### src/rtl/tcpo_pkg.sv
`timescale 1ns / 1ps
// Package for the TCP option parser: option kind codes, limits and the
// request and summary structures. Depends on nothing.

package tcpo_pkg;

    localparam int MAX_SACK_BLOCKS  = 4;
    localparam int MAX_OPTION_BYTES = 40;

    localparam int VALUE_BYTES = 8;
    localparam int ACC_W       = $clog2(VALUE_BYTES + 1);
    localparam int AREA_W      = $clog2(MAX_OPTION_BYTES + 1);

    localparam logic [7:0] KIND_NOP        = 8'd1;
    localparam logic [7:0] KIND_MSS        = 8'd2;
    localparam logic [7:0] KIND_WSCALE     = 8'd3;
    localparam logic [7:0] KIND_SACK_OK    = 8'd4;
    localparam logic [7:0] KIND_SACK       = 8'd5;
    localparam logic [7:0] KIND_ECHO       = 8'd6;
    localparam logic [7:0] KIND_ECHO_REPLY = 8'd7;
    localparam logic [7:0] KIND_TIMESTAMP  = 8'd8;
    localparam logic [7:0] KIND_CC         = 8'd11;
    localparam logic [7:0] KIND_CC_NEW     = 8'd12;
    localparam logic [7:0] KIND_CC_ECHO    = 8'd13;

    localparam logic [7:0] SACK_HDR_BYTES  = 8'd2;

    typedef struct packed {
        logic [7:0] opt_byte;
        logic       captured;
        logic       area_end;
        logic       area_empty;
    } opt_req_t;

    typedef struct packed {
        logic     valid;
        opt_req_t req;
    } opt_slot_t;

    typedef struct packed {
        logic [15:0] mss_value;
        logic        mss_seen;
        logic [7:0]  wscale_value;
        logic        wscale_seen;
        logic [31:0] ts_value;
        logic [31:0] ts_echo;
        logic        ts_seen;
        logic        sack_permitted;
        logic [2:0]  sack_blocks;
        logic        sack_seen;
        logic [5:0]  unknown_options;
        logic        truncated;
    } opt_sum_t;

endpackage

### src/rtl/tcpo_if.sv
`timescale 1ns / 1ps
// Channel interfaces of the TCP option parser: option bytes in, summaries out.
// Valid/ready handshake; no dependencies.

interface tcpo_opt_if;
    logic       valid;
    logic       ready;
    logic [7:0] opt_byte;
    logic       captured;
    logic       area_end;
    logic       area_empty;

    modport source (output valid, output opt_byte, output captured, output area_end,
                    output area_empty, input ready);
    modport sink (input valid, input opt_byte, input captured, input area_end,
                  input area_empty, output ready);
endinterface

interface tcpo_sum_if;
    logic        valid;
    logic        ready;
    logic [15:0] mss_value;
    logic        mss_seen;
    logic [7:0]  wscale_value;
    logic        wscale_seen;
    logic [31:0] ts_value;
    logic [31:0] ts_echo;
    logic        ts_seen;
    logic        sack_permitted;
    logic [2:0]  sack_blocks;
    logic        sack_seen;
    logic [5:0]  unknown_options;
    logic        truncated;

    modport source (output valid, output mss_value, output mss_seen, output wscale_value,
                    output wscale_seen, output ts_value, output ts_echo, output ts_seen,
                    output sack_permitted, output sack_blocks, output sack_seen,
                    output unknown_options, output truncated, input ready);
    modport sink (input valid, input mss_value, input mss_seen, input wscale_value,
                  input wscale_seen, input ts_value, input ts_echo, input ts_seen,
                  input sack_permitted, input sack_blocks, input sack_seen,
                  input unknown_options, input truncated, output ready);
endinterface

### src/rtl/tcpo_in_stage.sv
`timescale 1ns / 1ps
// Input register of the TCP option parser: holds one option byte request.
// Depends on tcpo_pkg and tcpo_opt_if.

module tcpo_in_stage
    import tcpo_pkg::*;
(
    input  logic         clk,
    input  logic         rst_n,
    tcpo_opt_if.sink     opt,
    input  logic         step,
    output opt_slot_t    slot
);

    logic     valid_reg;
    opt_req_t req_reg;

    assign opt.ready = !valid_reg || step;

    always_ff @(posedge clk or negedge rst_n)
    begin
        if (!rst_n)
        begin
            valid_reg <= 1'b0;
        end
        else if (opt.ready)
        begin
            valid_reg <= opt.valid;
        end
    end

    always_ff @(posedge clk)
    begin
        if (opt.valid && opt.ready)
        begin
            req_reg.opt_byte   <= opt.opt_byte;
            req_reg.captured   <= opt.captured;
            req_reg.area_end   <= opt.area_end;
            req_reg.area_empty <= opt.area_empty;
        end
    end

    assign slot.valid = valid_reg;
    assign slot.req   = req_reg;

`ifndef SYNTHESIS
    a_step_needs_item: assert property (@(posedge clk) disable iff (!rst_n)
        step |-> valid_reg)
        else $error("request consumed from an empty input register");
`endif

endmodule

### src/rtl/tcpo_parse.sv
`timescale 1ns / 1ps
// Option walker of the TCP option parser: kind/length/value state and the
// running summary of the current option area. Depends on tcpo_pkg.

module tcpo_parse
    import tcpo_pkg::*;
(
    input  logic      clk,
    input  logic      rst_n,
    input  opt_slot_t slot,
    input  logic      step,
    output logic      emit,
    output opt_sum_t  sum
);

    localparam logic [1:0] PH_KIND  = 2'd0;
    localparam logic [1:0] PH_LEN   = 2'd1;
    localparam logic [1:0] PH_VALUE = 2'd2;

    logic [1:0]        phase_reg, phase_next;
    logic [7:0]        kind_reg, kind_next;
    logic [7:0]        len_reg, len_next;
    logic [5:0]        byte_pos_reg, byte_pos_next;
    logic [63:0]       val_reg, val_next;
    logic [ACC_W-1:0]  acc_reg, acc_next;
    logic              skip_reg, skip_next;
    logic [AREA_W-1:0] area_reg, area_next;
    opt_sum_t          sum_reg, sum_rec;

    logic              trunc;
    logic              rec_byte;
    logic              rec;
    logic              finish;
    logic [8:0]        len_round;
    logic [5:0]        blocks;

    always_comb
    begin
        phase_next    = phase_reg;
        kind_next     = kind_reg;
        len_next      = len_reg;
        byte_pos_next = byte_pos_reg;
        val_next      = val_reg;
        acc_next      = acc_reg;
        skip_next     = skip_reg;
        area_next     = area_reg;
        trunc         = 1'b0;
        rec_byte      = 1'b0;
        finish        = 1'b0;
        if (slot.req.area_empty)
        begin
            finish = 1'b1;
        end
        else
        begin
            area_next = area_reg + 1'b1;
            finish    = slot.req.area_end || (area_reg >= AREA_W'(MAX_OPTION_BYTES - 1));
            if (!skip_reg)
            begin
                if (!slot.req.captured)
                begin
                    trunc      = 1'b1;
                    skip_next  = 1'b1;
                    phase_next = PH_KIND;
                end
                else
                begin
                    unique case (phase_reg)
                        PH_KIND:
                        begin
                            if (slot.req.opt_byte > KIND_NOP)
                            begin
                                kind_next  = slot.req.opt_byte;
                                phase_next = PH_LEN;
                            end
                        end
                        PH_LEN:
                        begin
                            if (slot.req.opt_byte == 8'd0)
                            begin
                                skip_next  = 1'b1;
                                phase_next = PH_KIND;
                            end
                            else
                            begin
                                len_next = slot.req.opt_byte;
                                val_next = '0;
                                acc_next = '0;
                                if (slot.req.opt_byte <= SACK_HDR_BYTES)
                                begin
                                    rec_byte   = 1'b1;
                                    phase_next = PH_KIND;
                                end
                                else
                                begin
                                    byte_pos_next = 6'd2;
                                    phase_next    = PH_VALUE;
                                end
                            end
                        end
                        PH_VALUE:
                        begin
                            if (acc_reg < ACC_W'(VALUE_BYTES))
                            begin
                                for (int i = 0; i < VALUE_BYTES; i++)
                                begin
                                    if (acc_reg == ACC_W'(i))
                                    begin
                                        val_next[63 - 8 * i -: 8] = slot.req.opt_byte;
                                    end
                                end
                                acc_next = acc_reg + 1'b1;
                            end
                            byte_pos_next = byte_pos_reg + 1'b1;
                            if ({2'b00, byte_pos_next} >= len_reg)
                            begin
                                rec_byte   = 1'b1;
                                phase_next = PH_KIND;
                            end
                        end
                        default:
                        begin
                            phase_next = PH_KIND;
                        end
                    endcase
                end
            end
        end
    end

    // An area that ends inside a value still records what it has.
    assign rec = rec_byte || (finish && !skip_next && (phase_next == PH_VALUE));

    assign len_round = {1'b0, len_next} + 9'd5;

    always_comb
    begin
        blocks = '0;
        if (len_next > SACK_HDR_BYTES)
        begin
            blocks = len_round[8:3];
        end
        if (blocks > 6'(MAX_SACK_BLOCKS))
        begin
            blocks = 6'(MAX_SACK_BLOCKS);
        end
    end

    always_comb
    begin
        sum_rec = sum_reg;
        if (trunc)
        begin
            sum_rec.truncated = 1'b1;
        end
        if (rec)
        begin
            unique case (kind_next)
                KIND_MSS:
                begin
                    sum_rec.mss_value = val_next[63:48];
                    sum_rec.mss_seen  = 1'b1;
                end
                KIND_WSCALE:
                begin
                    sum_rec.wscale_value = val_next[63:56];
                    sum_rec.wscale_seen  = 1'b1;
                end
                KIND_TIMESTAMP:
                begin
                    sum_rec.ts_value = val_next[63:32];
                    sum_rec.ts_echo  = val_next[31:0];
                    sum_rec.ts_seen  = 1'b1;
                end
                KIND_SACK_OK:
                begin
                    sum_rec.sack_permitted = 1'b1;
                end
                KIND_SACK:
                begin
                    sum_rec.sack_blocks = blocks[2:0];
                    sum_rec.sack_seen   = 1'b1;
                end
                KIND_ECHO, KIND_ECHO_REPLY, KIND_CC, KIND_CC_NEW, KIND_CC_ECHO:
                begin
                    sum_rec.truncated = sum_rec.truncated;
                end
                default:
                begin
                    if (sum_reg.unknown_options != 6'h3F)
                    begin
                        sum_rec.unknown_options = sum_reg.unknown_options + 1'b1;
                    end
                end
            endcase
        end
    end

    assign emit = slot.valid && finish;
    assign sum  = sum_rec;

    always_ff @(posedge clk or negedge rst_n)
    begin
        if (!rst_n)
        begin
            phase_reg    <= PH_KIND;
            kind_reg     <= '0;
            len_reg      <= '0;
            byte_pos_reg <= '0;
            val_reg      <= '0;
            acc_reg      <= '0;
            skip_reg     <= 1'b0;
            area_reg     <= '0;
            sum_reg      <= '0;
        end
        else if (step)
        begin
            if (finish)
            begin
                phase_reg    <= PH_KIND;
                kind_reg     <= '0;
                len_reg      <= '0;
                byte_pos_reg <= '0;
                val_reg      <= '0;
                acc_reg      <= '0;
                skip_reg     <= 1'b0;
                area_reg     <= '0;
                sum_reg      <= '0;
            end
            else
            begin
                phase_reg    <= phase_next;
                kind_reg     <= kind_next;
                len_reg      <= len_next;
                byte_pos_reg <= byte_pos_next;
                val_reg      <= val_next;
                acc_reg      <= acc_next;
                skip_reg     <= skip_next;
                area_reg     <= area_next;
                sum_reg      <= sum_rec;
            end
        end
    end

`ifndef SYNTHESIS
    a_area_bound: assert property (@(posedge clk) disable iff (!rst_n)
        area_reg < AREA_W'(MAX_OPTION_BYTES))
        else $error("option area byte count passed its limit");

    a_acc_bound: assert property (@(posedge clk) disable iff (!rst_n)
        acc_reg <= ACC_W'(VALUE_BYTES))
        else $error("value byte count passed its limit");

    a_skip_kind: assert property (@(posedge clk) disable iff (!rst_n)
        skip_reg |-> (phase_reg == PH_KIND))
        else $error("skipping while inside an option");

    a_clear_after_emit: assert property (@(posedge clk) disable iff (!rst_n)
        (step && emit) |=> (area_reg == '0) && (sum_reg == '0) && !skip_reg)
        else $error("area state not cleared after a summary");
`endif

endmodule

### src/rtl/tcpo_out_stage.sv
`timescale 1ns / 1ps
// Result register of the TCP option parser: holds one summary until taken.
// Depends on tcpo_pkg and tcpo_sum_if.

module tcpo_out_stage
    import tcpo_pkg::*;
(
    input  logic        clk,
    input  logic        rst_n,
    input  logic        load,
    input  opt_sum_t    sum,
    output logic        room,
    tcpo_sum_if.source  summary
);

    logic     valid_reg;
    opt_sum_t data_reg;

    assign room = !valid_reg || summary.ready;

    always_ff @(posedge clk or negedge rst_n)
    begin
        if (!rst_n)
        begin
            valid_reg <= 1'b0;
        end
        else if (load)
        begin
            valid_reg <= 1'b1;
        end
        else if (summary.ready)
        begin
            valid_reg <= 1'b0;
        end
    end

    always_ff @(posedge clk)
    begin
        if (load)
        begin
            data_reg <= sum;
        end
    end

    assign summary.valid           = valid_reg;
    assign summary.mss_value       = data_reg.mss_value;
    assign summary.mss_seen        = data_reg.mss_seen;
    assign summary.wscale_value    = data_reg.wscale_value;
    assign summary.wscale_seen     = data_reg.wscale_seen;
    assign summary.ts_value        = data_reg.ts_value;
    assign summary.ts_echo         = data_reg.ts_echo;
    assign summary.ts_seen         = data_reg.ts_seen;
    assign summary.sack_permitted  = data_reg.sack_permitted;
    assign summary.sack_blocks     = data_reg.sack_blocks;
    assign summary.sack_seen       = data_reg.sack_seen;
    assign summary.unknown_options = data_reg.unknown_options;
    assign summary.truncated       = data_reg.truncated;

`ifndef SYNTHESIS
    a_no_overwrite: assert property (@(posedge clk) disable iff (!rst_n)
        load |-> (!valid_reg || summary.ready))
        else $error("pending summary overwritten");
`endif

endmodule

### src/rtl/tcp_option_parser.sv
`timescale 1ns / 1ps
// Top level of the TCP option parser.
// Depends on tcpo_pkg, tcpo_if, tcpo_in_stage, tcpo_parse and tcpo_out_stage.
//
//   port      dir   carries
//   opt       in    one option byte request: opt_byte, captured, area_end, area_empty
//   summary   out   one summary per option area
//
// One request is taken every cycle while the summary side is not stalled.
// A request is parsed in the cycle after it is taken; its summary, if any, is
// held in the result register until taken. The input register and the result register
// part the two sides: a request that makes no summary always advances, and one
// that makes a summary waits only while a previous summary is still untaken.
// Reset clears the walker to the start of an option area with an empty summary.

module tcp_option_parser
    import tcpo_pkg::*;
(
    input  logic        clk,
    input  logic        rst_n,
    tcpo_opt_if.sink    opt,
    tcpo_sum_if.source  summary
);

    opt_slot_t slot;
    opt_sum_t  sum;
    logic      emit;
    logic      room;
    logic      step;
    logic      load;

    assign step = slot.valid && (!emit || room);
    assign load = step && emit;

    tcpo_in_stage u_in (
        .clk   (clk),
        .rst_n (rst_n),
        .opt   (opt),
        .step  (step),
        .slot  (slot)
    );

    tcpo_parse u_parse (
        .clk   (clk),
        .rst_n (rst_n),
        .slot  (slot),
        .step  (step),
        .emit  (emit),
        .sum   (sum)
    );

    tcpo_out_stage u_out (
        .clk     (clk),
        .rst_n   (rst_n),
        .load    (load),
        .sum     (sum),
        .room    (room),
        .summary (summary)
    );

endmodule
### src/flat_wrapper.sv
// flat-port wrapper written by rule: the top's interface ports become plain ports
module tcp_option_parser_flat import tcpo_pkg::*;
  (clk, rst_n, opt_valid, opt_opt_byte, opt_captured, opt_area_end, opt_area_empty, opt_ready, summary_valid, summary_mss_value, summary_mss_seen, summary_wscale_value, summary_wscale_seen, summary_ts_value, summary_ts_echo, summary_ts_seen, summary_sack_permitted, summary_sack_blocks, summary_sack_seen, summary_unknown_options, summary_truncated, summary_ready);
  tcpo_opt_if opt_i ();
  tcpo_sum_if summary_i ();
  input  logic clk;
  input  logic rst_n;
  input wire logic [$bits(opt_i.valid)-1:0] opt_valid;
  input wire logic [$bits(opt_i.opt_byte)-1:0] opt_opt_byte;
  input wire logic [$bits(opt_i.captured)-1:0] opt_captured;
  input wire logic [$bits(opt_i.area_end)-1:0] opt_area_end;
  input wire logic [$bits(opt_i.area_empty)-1:0] opt_area_empty;
  output wire logic [$bits(opt_i.ready)-1:0] opt_ready;
  output wire logic [$bits(summary_i.valid)-1:0] summary_valid;
  output wire logic [$bits(summary_i.mss_value)-1:0] summary_mss_value;
  output wire logic [$bits(summary_i.mss_seen)-1:0] summary_mss_seen;
  output wire logic [$bits(summary_i.wscale_value)-1:0] summary_wscale_value;
  output wire logic [$bits(summary_i.wscale_seen)-1:0] summary_wscale_seen;
  output wire logic [$bits(summary_i.ts_value)-1:0] summary_ts_value;
  output wire logic [$bits(summary_i.ts_echo)-1:0] summary_ts_echo;
  output wire logic [$bits(summary_i.ts_seen)-1:0] summary_ts_seen;
  output wire logic [$bits(summary_i.sack_permitted)-1:0] summary_sack_permitted;
  output wire logic [$bits(summary_i.sack_blocks)-1:0] summary_sack_blocks;
  output wire logic [$bits(summary_i.sack_seen)-1:0] summary_sack_seen;
  output wire logic [$bits(summary_i.unknown_options)-1:0] summary_unknown_options;
  output wire logic [$bits(summary_i.truncated)-1:0] summary_truncated;
  input wire logic [$bits(summary_i.ready)-1:0] summary_ready;
  assign opt_i.valid = opt_valid;
  assign opt_i.opt_byte = opt_opt_byte;
  assign opt_i.captured = opt_captured;
  assign opt_i.area_end = opt_area_end;
  assign opt_i.area_empty = opt_area_empty;
  assign opt_ready = opt_i.ready;
  assign summary_valid = summary_i.valid;
  assign summary_mss_value = summary_i.mss_value;
  assign summary_mss_seen = summary_i.mss_seen;
  assign summary_wscale_value = summary_i.wscale_value;
  assign summary_wscale_seen = summary_i.wscale_seen;
  assign summary_ts_value = summary_i.ts_value;
  assign summary_ts_echo = summary_i.ts_echo;
  assign summary_ts_seen = summary_i.ts_seen;
  assign summary_sack_permitted = summary_i.sack_permitted;
  assign summary_sack_blocks = summary_i.sack_blocks;
  assign summary_sack_seen = summary_i.sack_seen;
  assign summary_unknown_options = summary_i.unknown_options;
  assign summary_truncated = summary_i.truncated;
  assign summary_i.ready = summary_ready;
  tcp_option_parser u_core (.clk(clk), .rst_n(rst_n), .opt(opt_i), .summary(summary_i));
endmodule
### config.mk
export PLATFORM = sky130hd
export DESIGN_NAME = tcp_option_parser_flat
export DESIGN_NICKNAME = d
export VERILOG_FILES = /design/src/rtl/tcpo_pkg.sv /design/src/rtl/tcpo_if.sv /design/src/rtl/tcpo_in_stage.sv /design/src/rtl/tcpo_parse.sv /design/src/rtl/tcpo_out_stage.sv /design/src/rtl/tcp_option_parser.sv /design/src/flat_wrapper.sv
export SDC_FILE = /design/constraint.sdc
export NUM_CORES = 1
export LEC_CHECK = 0
export CORE_UTILIZATION = 45
export DETAILED_ROUTE_END_ITERATION = 10
export DONT_BUFFER_PORTS = 1
export GPL_TIMING_DRIVEN = 0
export PLACE_DENSITY = 0.56
export SYNTH_ARGS = -nofsm -noshare
export SYNTH_HDL_FRONTEND = slang
export SYNTH_HIERARCHICAL = 1
export SYNTH_SLANG_ARGS = --single-unit
export TNS_END_PERCENT = 50
### constraint.sdc
create_clock -name clk -period 10.7 [get_ports clk]
set_input_delay 0.535 -clock clk [delete_from_list [all_inputs] [get_ports clk]]
set_output_delay 0.535 -clock clk [all_outputs]
set_load 0.01 [all_outputs]
Yosys cells after proc, flatten, opt, wreduce, memory -nomap -nowiden
Index checks and enable logic that the tools add are counted.

Order comparisons: 7. Muxes and demuxes: 83. Reduce and logical (&&, ||, !) cells: 25. Add/subtract/negate cells: 5. Eq/ne operators: 26.

Operators with widths (count): $mux 64 (6); $mux 103 (2); $mux 8 (20); $pmux 64 s2 (1); $mux 6 (11); $mux 65 (1); $eq 8x3->1 const B (4); $eq 8x4->1 const B (4); $mux 4 (7); $mux 1 (20); $add 6x1->6 const B (3); $mux 17 (1); $eq 4x3->1 const B (4); $eq 8x2->1 const B (2); $mux 2 (8); $reduce_and 7->1 (2); $pmux 6 s2 (1); $reduce_or 10->1 (1); $add 8x3->9 const B (1); $mux 9 (1); $ne 3x3->1 const B (3); $eq 4x2->1 const B (2); $ge 6x8->1 (1); $gt 8x1->1 const B (1); other kinds (25) (39).

Output and inout bits: 105. Input bits: 15. Word-level logic and storage cells: 184. Flip-flop bits (word level): 318.

Depth between registers and ports, before layout
Gate-level depths: netlist (run 1).

Depth in word-level cells: 13. Gate-level depth with buffers: 14. Mapped depth without buffers: 11.

Modules after synthesis
Netlist (run 1), hierarchy kept.

By module, submodules not included: tcpo_parse (times used 1, cells each 1129, sequential area each 5054.8 um^2, area an instance 10550.1 um^2); tcpo_out_stage (times used 1, cells each 106, sequential area each 3118.0 um^2, area an instance 3140.5 um^2); tcpo_in_stage (times used 1, cells each 16, sequential area each 355.3 um^2, area an instance 391.6 um^2); tcp_option_parser (times used 1, cells each 3, sequential area each 0.0 um^2, area an instance 18.8 um^2).

Worst setup path after synthesis (run 1)
OpenSTA, ideal clock, no wires.

Path kind: register to register. From: register u_core.u_parse.byte_pos_reg[0]. To: register u_core.u_out.data_reg, in the netlist u_core/u_out/summary.unknown_options[1] (data pin). Stages on the path, launching flop included: 14. Buffers on the path: 2. Slack: 7285 ps. Period minus slack after synthesis: 3415 ps. Arrival time: 3155 ps. Data required time: 10440 ps. Path through: dfrtp_1 ha_1 xor2_1 ha_1 o21a_1 o211ai_1 nor3_1 or4_1 a32oi_2 buf_6 nor2_1 buf_4 nand2_1 mux2_2.

RTL lines: from (decl) (line tcpo_parse.sv:23) `logic [5:0] byte_pos_reg, byte_pos_next;`; from (signal assigned) (line tcpo_parse.sv:235) `byte_pos_reg <= byte_pos_next;`; to (signal assigned) (line tcpo_out_stage.sv:41) `data_reg <= sum;`; to (decl) (line tcpo_out_stage.sv:17) `opt_sum_t data_reg;`.

Final worst setup path (run 1)
From: register u_core.u_parse.area_reg[0]. To: register u_core.u_parse.val_reg[11].

Cells in the longest elaborated chain, start to end: 7. Elaborated cells between the ends (all ways): 8. Those cells by class: order compare (1); mux (2); reduce/logical (5).

Ends and longest elaborated chain: from (decl) (line tcpo_parse.sv:27) `logic [AREA_W-1:0] area_reg, area_next;`; from (signal assigned) (line tcpo_parse.sv:239) `area_reg <= area_next;`; $ge 6x6->1 (line tcpo_parse.sv:57) `finish = slot.req.area_end || (area_reg >= AREA_W'(MAX_OPTION_BYTES - 1));`; $logic_or 1x1->1 (line tcpo_parse.sv:57); $mux 1 (line tcpo_parse.sv:50) `if (slot.req.area_empty)`; $logic_and 1x1->1 (line tcpo_parse.sv:199) `assign emit = slot.valid && finish;`; net u_core.emit (line tcp_option_parser.sv:27) `logic emit;`; $logic_not 1->1 (line tcp_option_parser.sv:32) `assign step = slot.valid && (!emit || room);`; $logic_or 1x1->1 (line tcp_option_parser.sv:32); $logic_and 1x1->1 (line tcp_option_parser.sv:32); net u_core.step (line tcp_option_parser.sv:29) `logic step;`; to (signal assigned) (line tcpo_parse.sv:236) `val_reg <= val_next;`; to (decl) (line tcpo_parse.sv:24) `logic [63:0] val_reg, val_next;`.

The timed path passes the listed nets, and every way through them passes these cells. A chain may end at the register's enable or synchronous reset.

==> results of run 1 <==
## how the worst min path moves through the flow
stage | end | slack (ns)
3_3_place_gp | u_core/u_in/valid_reg$_DFFE_PN0P_ | 0.25
5_1_grt | u_core/u_in/slot[2]$_DFFE_PP_ | 0.11
2_1_floorplan | u_core/u_in/valid_reg$_DFFE_PN0P_ | 0.24
4_1_cts | u_core/u_in/slot[2]$_DFFE_PP_ | 0.12
6_report | u_core/u_parse/len_reg[1]$_DFFE_PN0P_ | 0.07
3_5_place_dp | u_core/u_out/summary.valid$_DFFE_PN0P_ | 0.25
## cells in the final DEF (no fill, tap or decap), types with 7 or more instances in the layout
cell	count
sky130_fd_sc_hd__a22o_1	52
sky130_fd_sc_hd__a21oi_1	29
sky130_fd_sc_hd__nor3_1	12
sky130_fd_sc_hd__buf_2	22
sky130_fd_sc_hd__o21ai_0	99
sky130_fd_sc_hd__o21ai_1	30
sky130_fd_sc_hd__clkbuf_16	36
sky130_fd_sc_hd__clkbuf_1	58
sky130_fd_sc_hd__inv_1	93
sky130_fd_sc_hd__clkinv_2	8
sky130_fd_sc_hd__a22oi_1	49
sky130_fd_sc_hd__edfxtp_1	114
sky130_fd_sc_hd__nand4_1	10
sky130_fd_sc_hd__clkinv_1	7
sky130_fd_sc_hd__and3_1	19
sky130_fd_sc_hd__and2_1	12
sky130_fd_sc_hd__nand2_1	137
sky130_fd_sc_hd__nand3_1	11
sky130_fd_sc_hd__dfrtp_1	204
sky130_fd_sc_hd__ha_1	17
sky130_fd_sc_hd__nor2_1	36
sky130_fd_sc_hd__o22ai_1	66
sky130_fd_sc_hd__o2bb2ai_1	53
sky130_fd_sc_hd__nand2b_1	10
## through the flow
step	area (µm²)	std cells	worst slack, ns	power (mW)	utilization
floorplan	14100	1254	7.29	1.49	-
global placement	14600	1650	6.03	1.57	0.475
detailed placement	14600	1651	6.02	1.57	0.476
CTS	15700	1714	5.98	2.71	0.511
global route	15700	1714	5.74	2.78	0.511
finish	15700	1714	5.89	2.69	0.511
## power by group through the flow
stage,clock (mW),combinational (mW),sequential [mW]
floorplan,0,0.121,1.37
global placement,0,0.184,1.38
detailed placement,0,0.189,1.38
CTS,1.15,0.207,1.36
global route,1.19,0.225,1.36
finish,1.12,0.208,1.36
## routing by layer
metal	part of all wire	GRT usage
met5	0	0
met4	0.029	0.0869
met3	0.052	0.0430
met2	0.46	0.387
met1	0.46	0.343
## cells by family after synthesis
kind of cell | synth area share
compound gates | 0.210
flops | 0.605
simple gates | 0.103
buf+inv | 0.0539
fa+ha+maj | 0.0151
mux | 0.00745
xor+xnor | 0.00559
## final cells by class
| type | count | area (µm²) |
|---|---|---|
| Buffer | 86 | 410 |
| Clock buffer | 44 | 941 |
| Clock inverter | 18 | 113 |
| Fill cell | 2800 | 15000 |
| Inverter | 93 | 349 |
| Multi-Input combinational cell | 757 | 4820 |
| Sequential cell | 318 | 8530 |
| Tap cell | 396 | 495 |
| Timing Repair Buffer | 2 | 55.1 |
## what timing repair did
action	in CTS	in global routing
hold endpoints to repair	204	0
resized for setup	0	0
setup endpoints to repair	0	0
hold buffers	1	0
==> results.md, run 1 <==
- The internal power of the cells totals 2.01 mW.
- The synthesized design contains 318 register bits.
- The number of different library cells used by synthesis comes to 72.
- The final count of pins violating max slew is 0.
- The most critical setup path has its endpoint at u_core/u_parse/val_reg[11]$_DFFE_PN0P_.
- The worst setup path is launched from a register.
- Ranked by total cell area, the synthesized netlist is headed by sky130_fd_sc_hd__dfrtp_1 (36%), sky130_fd_sc_hd__edfxtp_1 (24%), sky130_fd_sc_hd__nand2_1 (3.6%).
- The count of nets left with antenna violations once routing finished came out at 0.
- The capturing element type of the critical path is a register.
- The total core area is 30700 µm².
- The post-synthesis async set-or-reset flop share is 0.642.
- The number of I/O pins is 120.
- The total number of yosys warnings is 6.
- The initial detailed-routing violation count is 942.
- The number of global-route vias before repair is 10.2k.
- The number of nets in the finished design is 1325.
- Of the cells placed in the final design, the portion with a size suffix greater than 1 is 0.0842.
- The clock tree from TritonCTS is done.
- After clock tree synthesis, the setup repair step added 0 buffers.
- The worst slack on hold paths is 0.0747 ns.
- The analysis attributes to net switching a power of 677 µW.
- The sum of routed wire length over all layers is 38300 µm.
- The global placer's final weighted congestion is 0.885.
- In this run the critical register-to-register path is captured at u_core/u_parse/val_reg[11]$_DFFE_PN0P_.
- The worst reg-to-reg path cell count is 10.
- In this design, the largest share of critical-path delay is due to buffers and inverters.
- Of the available clock period, the critical path in the final layout requires 0.450.
- The count of cell instances traversed by the critical path is 10.
- The clock-pin slew on the worst setup and hold paths is 0.06 ns.
- The number of flops mapped to enable cells by yosys is 114.
- The worst path arrival time is 5.17 ns.
- The floorplan step set the die width to 179 µm.
- The peak ir drop on the vdd network is 0.000115 V.
- The number of flip-flops in the largest register is 103.
- sky130_fd_sc_hd__dfrtp_1 takes more of the synthesized area than any other cell.
- Walking the worst path, the cells encountered are ha_1 -> a211o_1 -> a211o_1 -> clkbuf_1 -> and2_1 -> a21boi_1 -> clkbuf_1 -> buf_1 -> clkbuf_1 -> o22ai_1.
- The number of I/O port buffers is 0.
- The area fraction of the dominant cell type after synthesis is 0.362.
- The wire length of the first global-routing pass is 59700 µm.
- Relative to the synthesized area, the layout overhead comes to 11.4%.
- The largest driver fanout on the critical path is 10.
- The number of maximum-capacitance violations is 0.
- The number of vias in the routed layout is 10.2k.
- The initial antenna violation count came to 0.
- The floorplan has 64 rows.
- For this run, the total global-route usage over all layers was measured as 0.247.
- The sequential cell area fraction in the yosys report is 0.605.
- The run finished, with violations left.
- The worst setup path startpoint is u_core/u_parse/area_reg[0]$_DFFE_PN0P_.
- The post-route clock skew is 0.0227 ns.
- The delay of the slowest cell on the worst path is 0.76 ns.
- The sum of buffers and inverters on the critical path is 4.
- For this run, design rule violations remaining after detail routing come to 32.
- TritonCTS created 35 clock buffers.
- The area of the die is 32000 µm².
- After legalization and detailed placement, the total HPWL measured 25400 µm.
- Among all cell types in the netlist, the one instantiated most often is sky130_fd_sc_hd__dfrtp_1.
- Setup repair after global routing left no endpoint under its margin.
- Among all flip-flop cells after synthesis, the most frequent one is sky130_fd_sc_hd__dfrtp_1.
- The cell area that synthesis handed to floorplanning was 14100 µm².
- In this run the register-to-register setup slack is 5.89 ns.
- Dividing the detail-routed wire length by the instance count gives 22.4 µm.
- The clock passes through at most 3 buffers.
- Summed over all layers, the global routing overflow is 0.
- The number of nets in the synthesized netlist is 1286.
- For this configuration, the core starts out at a cell density of 0.459.
- The detail-routed via count per cell is 5.95.
- The buffer type at the clock tree root is sky130_fd_sc_hd__clkbuf_16.
- The latest clock arrival within the worst-skew pair is 0.51 ns.
- For this design, the slowest cell found on the critical path is sky130_fd_sc_hd__buf_1.
- The part of the power in combinational logic is 0.077.
- Counting I/O delays and the setup requirement, the final critical path takes 4.81 ns.
- Dividing total power by cell area gives a power density of 171 nW/µm².
- The critical path is of the register to register type.
- The clock net sink count is 318.
- The most prevalent standard cell on the critical path is sky130_fd_sc_hd__clkbuf_1.
- Of the total power, the clock network draws 0.417.
- The commonest cells after synthesis are sky130_fd_sc_hd__dfrtp_1 (204), sky130_fd_sc_hd__nand2_1 (137), sky130_fd_sc_hd__edfxtp_1 (114).
- The checks that failed: design-rule violations.
- The startpoint of the most critical register-to-register path is u_core/u_parse/area_reg[0]$_DFFE_PN0P_.
- The repair_antennas step left the layout with diodes totalling 0.
- The path class of the lowest-slack min-delay path is input port to async pin.
- The fraction of power spent switching nets is 0.252.
- The final-layout setup total negative slack is 0 ns.
- The clock tree synthesis step divided the H-tree into 2 levels.
- The leakage power of the design is 6.10 nW.
- Data on the critical path is required at its endpoint by 11.06 ns.
- The average cell area after synthesis is 11.2 µm².
- The number of optimization iterations in the first detailed-route pass is 8.
- Of the total power, registers draw 0.505.
- The post-synthesis instance total is 1254.
- The pin slew with the least headroom to its limit is 1.09 ns.
- In this run the tightest slew margin relative to its limit is 0.270.
- Entering global routing, the biggest net connects 205 pins.
- The chip height is 179 µm.
- The number of setup violations in the final report is 0.
- Derived from the worst setup path, the maximum achievable clock frequency is 208 MHz.
- The final-report hold violation count is 0.
Note: power is estimated with default switching activity, not from simulation.
==> inputs of run 2 (changes only) <==
clock period = 4.5 ns   (was 10.7 ns; I/O delays follow)
==> run 2 against run 1 <==
Net effect: the run ends with design-rule violations, negative hold slack left; non-clock buffer count is 12 higher; utilization is 0.39 points higher; critical endpoint is now u_core/u_parse/len_reg[2]$_DFFE_PN0P_; final cell count is 0.70% higher; via count is 0.81% higher; sequential power is 140% higher; clock-buffer cell count stayed put; largest power group unchanged; clock power is 140% higher; hold slack worse by 0.65 ns; combinational power is 130% higher; worst setup slack worse by 5.6 ns; maximum frequency is 14% higher; sequential share of layout area is 0.41 points lower.
==> results.md, run 2 (same netlist as run 1, synthesis figures left out) <==
- The run finished, with violations left.
- The final reports fail on design-rule violations, negative hold slack.
- The final route contains 10.3k vias.
- The capturing element type of the critical path is a register.
- The finished cells cover 15800 µm².
- The library cells used most frequently in the layout, excluding fill and tap cells, are sky130_fd_sc_hd__dfrtp_1 (204), sky130_fd_sc_hd__nand2_1 (136), sky130_fd_sc_hd__edfxtp_1 (114).
- The largest driver fanout on the critical path is 10.
- The capturing point of the worst reg2reg path is u_core/u_parse/len_reg[2]$_DFFE_PN0P_.
- The count of buffers added on input and output ports is 0.
- The worst reg-to-reg path cell count is 10.
- The total power is 6.36 mW.
- The clock share of power is 0.419.
- The latest clock arrival within the worst-skew pair is 0.51 ns.
- The worst setup path startpoint is u_core/u_parse/area_reg[0]$_DFFE_PN0P_.
- The floorplan step defined a core boundary enclosing 30700 µm².
- The worst path arrival time is 4.61 ns.
- Across all hold checks on the routed design, the worst slack comes to -0.573 ns.
- The initial detailed-routing violation count is 1024.
- The HPWL after detailed placement is 25400 µm.
- For this design the ratio of total power to cell area is 402 nW/µm².
- Cell internal power was estimated by the tool at 4.78 mW.
- The number of setup violations in the final report is 0.
- The count of nets left with antenna violations once routing finished came out at 0.
- The shortest period the worst path allows is 4.23 ns.
- At the pin with the least slew margin, the transition time is 0.910 ns.
- Setup slack closes at 0.271 ns.
- The number of global-route vias before repair is 10.3k.
- The register cell area after layout is 8530 µm².
- The first global-routing pass estimated 59800 µm of wire.
- The H-tree was split into 2 levels.
- TritonCTS built the clock tree.
- The number of remaining DRC errors is 32.
- The setup path with the least slack is of type register to register.
- Entering global routing, the biggest net connects 205 pins.
- The area growth from synthesis to layout is 12.3%.
- Clock tree synthesis selected as its root buffer the cell sky130_fd_sc_hd__clkbuf_16.
- In the final layout, the multi-input gates occupy 4820 µm².
- On the final layout, the worst clock skew is 0.0281 ns.
- The worst setup path is launched from a register.
- For this design, the sink count on the clock tree is 318.
- The share of total power dissipated in sequential elements is 0.508.
- The startpoint identified for the worst register-to-register timing path is u_core/u_parse/area_reg[0]$_DFFE_PN0P_.
- Of the total power, the share spent switching nets is 0.248.
- In the final layout, the share of cells above drive strength 1 is 0.0872.
- The area of the die is 32000 µm².
- The min-delay analysis places its worst path in the category input port to async pin.
- The switching power is 1.58 mW.
- After clock tree synthesis, the clock-pin slew on the worst setup and hold paths is 0.06 ns.
- The number of rows in the core area is 64.
- The leakage power of the design is 6.15 nW.
- The worst pin sits at a relative slew slack of 0.393.
- After global routing the overflow that remains totals 0.
- The highest clock rate is 236 MHz.
- Of the available clock period, the critical path in the final layout requires 0.940.
- In the final routed layout, each cell accounts on average for 22.2 µm.
- The initial antenna violation count came to 0.
- The count of cells in the finished layout, fillers not included, comes to 1726.
- 0 antenna diodes ended up in the layout.
- The number of nets in the finished design is 1337.
- Fill cells in the final layout number 2796.
- At the placement stage, the worst setup path has a slack of -0.183 ns.
- The library cell used most frequently in the layout, excluding fill and tap cells, is sky130_fd_sc_hd__dfrtp_1.
- The final-report hold violation count came to 204.
- The total cell area at the placement stage is 14600 µm².
- The global routing usage summed across all routing layers is 0.247.
- The final count of pins violating max slew came to 0.
- The flop-to-flop setup slack is 0.27 ns.
- Setup repair after global routing left no endpoint under its margin.
- In this run the horizontal extent of the chip is 179 µm.
- The floorplan step set the die height to 179 µm.
- The number of flip-flops in the largest register is 103.
- The number of optimization iterations in the first detailed-route pass is 8.
- The number of maximum-capacitance violations is 0.
- The number of buffers on the longest clock path is 3.
- After detailed placement, the design holds a cell count of 1651.
- In this run the worst setup path terminates at u_core/u_parse/len_reg[2]$_DFFE_PN0P_.
- The number of buffers inserted by hold repair at cts is 13.
- The part of the power in combinational logic is 0.074.
- For this block, the routed nets add up to 38400 µm of wire.
- The initial utilization of the core area, before any placement, comes to 0.459.
- For the worst setup path, the data required time is 4.88 ns.
- VDD sags by at most 0.000274 V.
- After detailed routing, the number of vias per cell comes to 5.96.
- The global placer's final weighted congestion is 0.885.
- After clock tree synthesis, the setup repair step added 0 buffers.
- The number of I/O pins is 120.
- The clock buffer count from CTS is 35.
run 2: cell type report:
type / instances / share of cell area
sequential: 318 / 0.539
multi-input combinational: 757 / 0.305
clock buffer: 44 / 0.0594
tap: 396 / 0.0313
buffer: 86 / 0.0266
inverter: 93 / 0.0221
timing repair buffer: 14 / 0.00996
clock inverter: 18 / 0.00711
run 2: worst max-delay path: stages, from the launching register on:
cell	delay [ns]
sky130_fd_sc_hd__dfrtp_1	0.41
sky130_fd_sc_hd__ha_1	0.25
sky130_fd_sc_hd__a211o_1	0.33
sky130_fd_sc_hd__a211o_1	0.44
sky130_fd_sc_hd__clkbuf_1	0.36
sky130_fd_sc_hd__and2_1	0.30
sky130_fd_sc_hd__a21boi_2	0.39
sky130_fd_sc_hd__clkbuf_1	0.42
sky130_fd_sc_hd__clkdlybuf4s15_2	0.55
sky130_fd_sc_hd__o21ai_0	0.35
sky130_fd_sc_hd__a32o_1	0.30
run 2: power by group through the flow:
stage | Clock, mW | Sequential (mW) | Combinational [mW]
floorplan | 0 | 3.26 | 0.287
global placement | 0 | 3.29 | 0.439
detailed placement | 0 | 3.28 | 0.450
CTS | 2.73 | 3.23 | 0.462
global route | 2.84 | 3.24 | 0.503
finish | 2.66 | 3.23 | 0.469
run 2: per-layer routing:
metal / vias to the layer above / wire length [µm] / track usage
met5: - / 0 / 0
li1: 4729 / - / -
met4: 0 / 1110 / 0.0893
met1: 5123 / 17300 / 0.344
met3: 62 / 2280 / 0.0435
met2: 372 / 17700 / 0.385
run 2: worst min-delay path by stage:
| stage | slack, ns | cells past startpoint | to | startpoint |
|---|---|---|---|---|
| floorplan | -0.07 | 0 | u_core/u_in/valid_reg$_DFFE_PN0P_ | rst_n |
| global placement | -0.06 | 0 | u_core/u_in/valid_reg$_DFFE_PN0P_ | rst_n |
| detailed placement | -0.06 | 0 | u_core/u_out/summary.valid$_DFFE_PN0P_ | rst_n |
| CTS | -0.59 | 0 | u_core/u_parse/val_reg[1]$_DFFE_PN0P_ | rst_n |
| global route | -0.59 | 0 | u_core/u_in/valid_reg$_DFFE_PN0P_ | rst_n |
| finish | -0.57 | 0 | u_core/u_parse/sum_reg[8]$_DFFE_PN0P_ | rst_n |
run 2: repair_timing:
item	in CTS	in global routing
gates resized for setup	3	5
endpoints found under the hold margin	217	204
endpoints found under the setup margin	41	83
run 2: stage by stage:
stage          setup TNS, ns   util
6_report                   0  0.515
5_1_grt                    0  0.515
4_1_cts                    0  0.514
3_5_place_dp           -4.04  0.476
3_3_place_gp           -4.04  0.475
2_1_floorplan              0      -
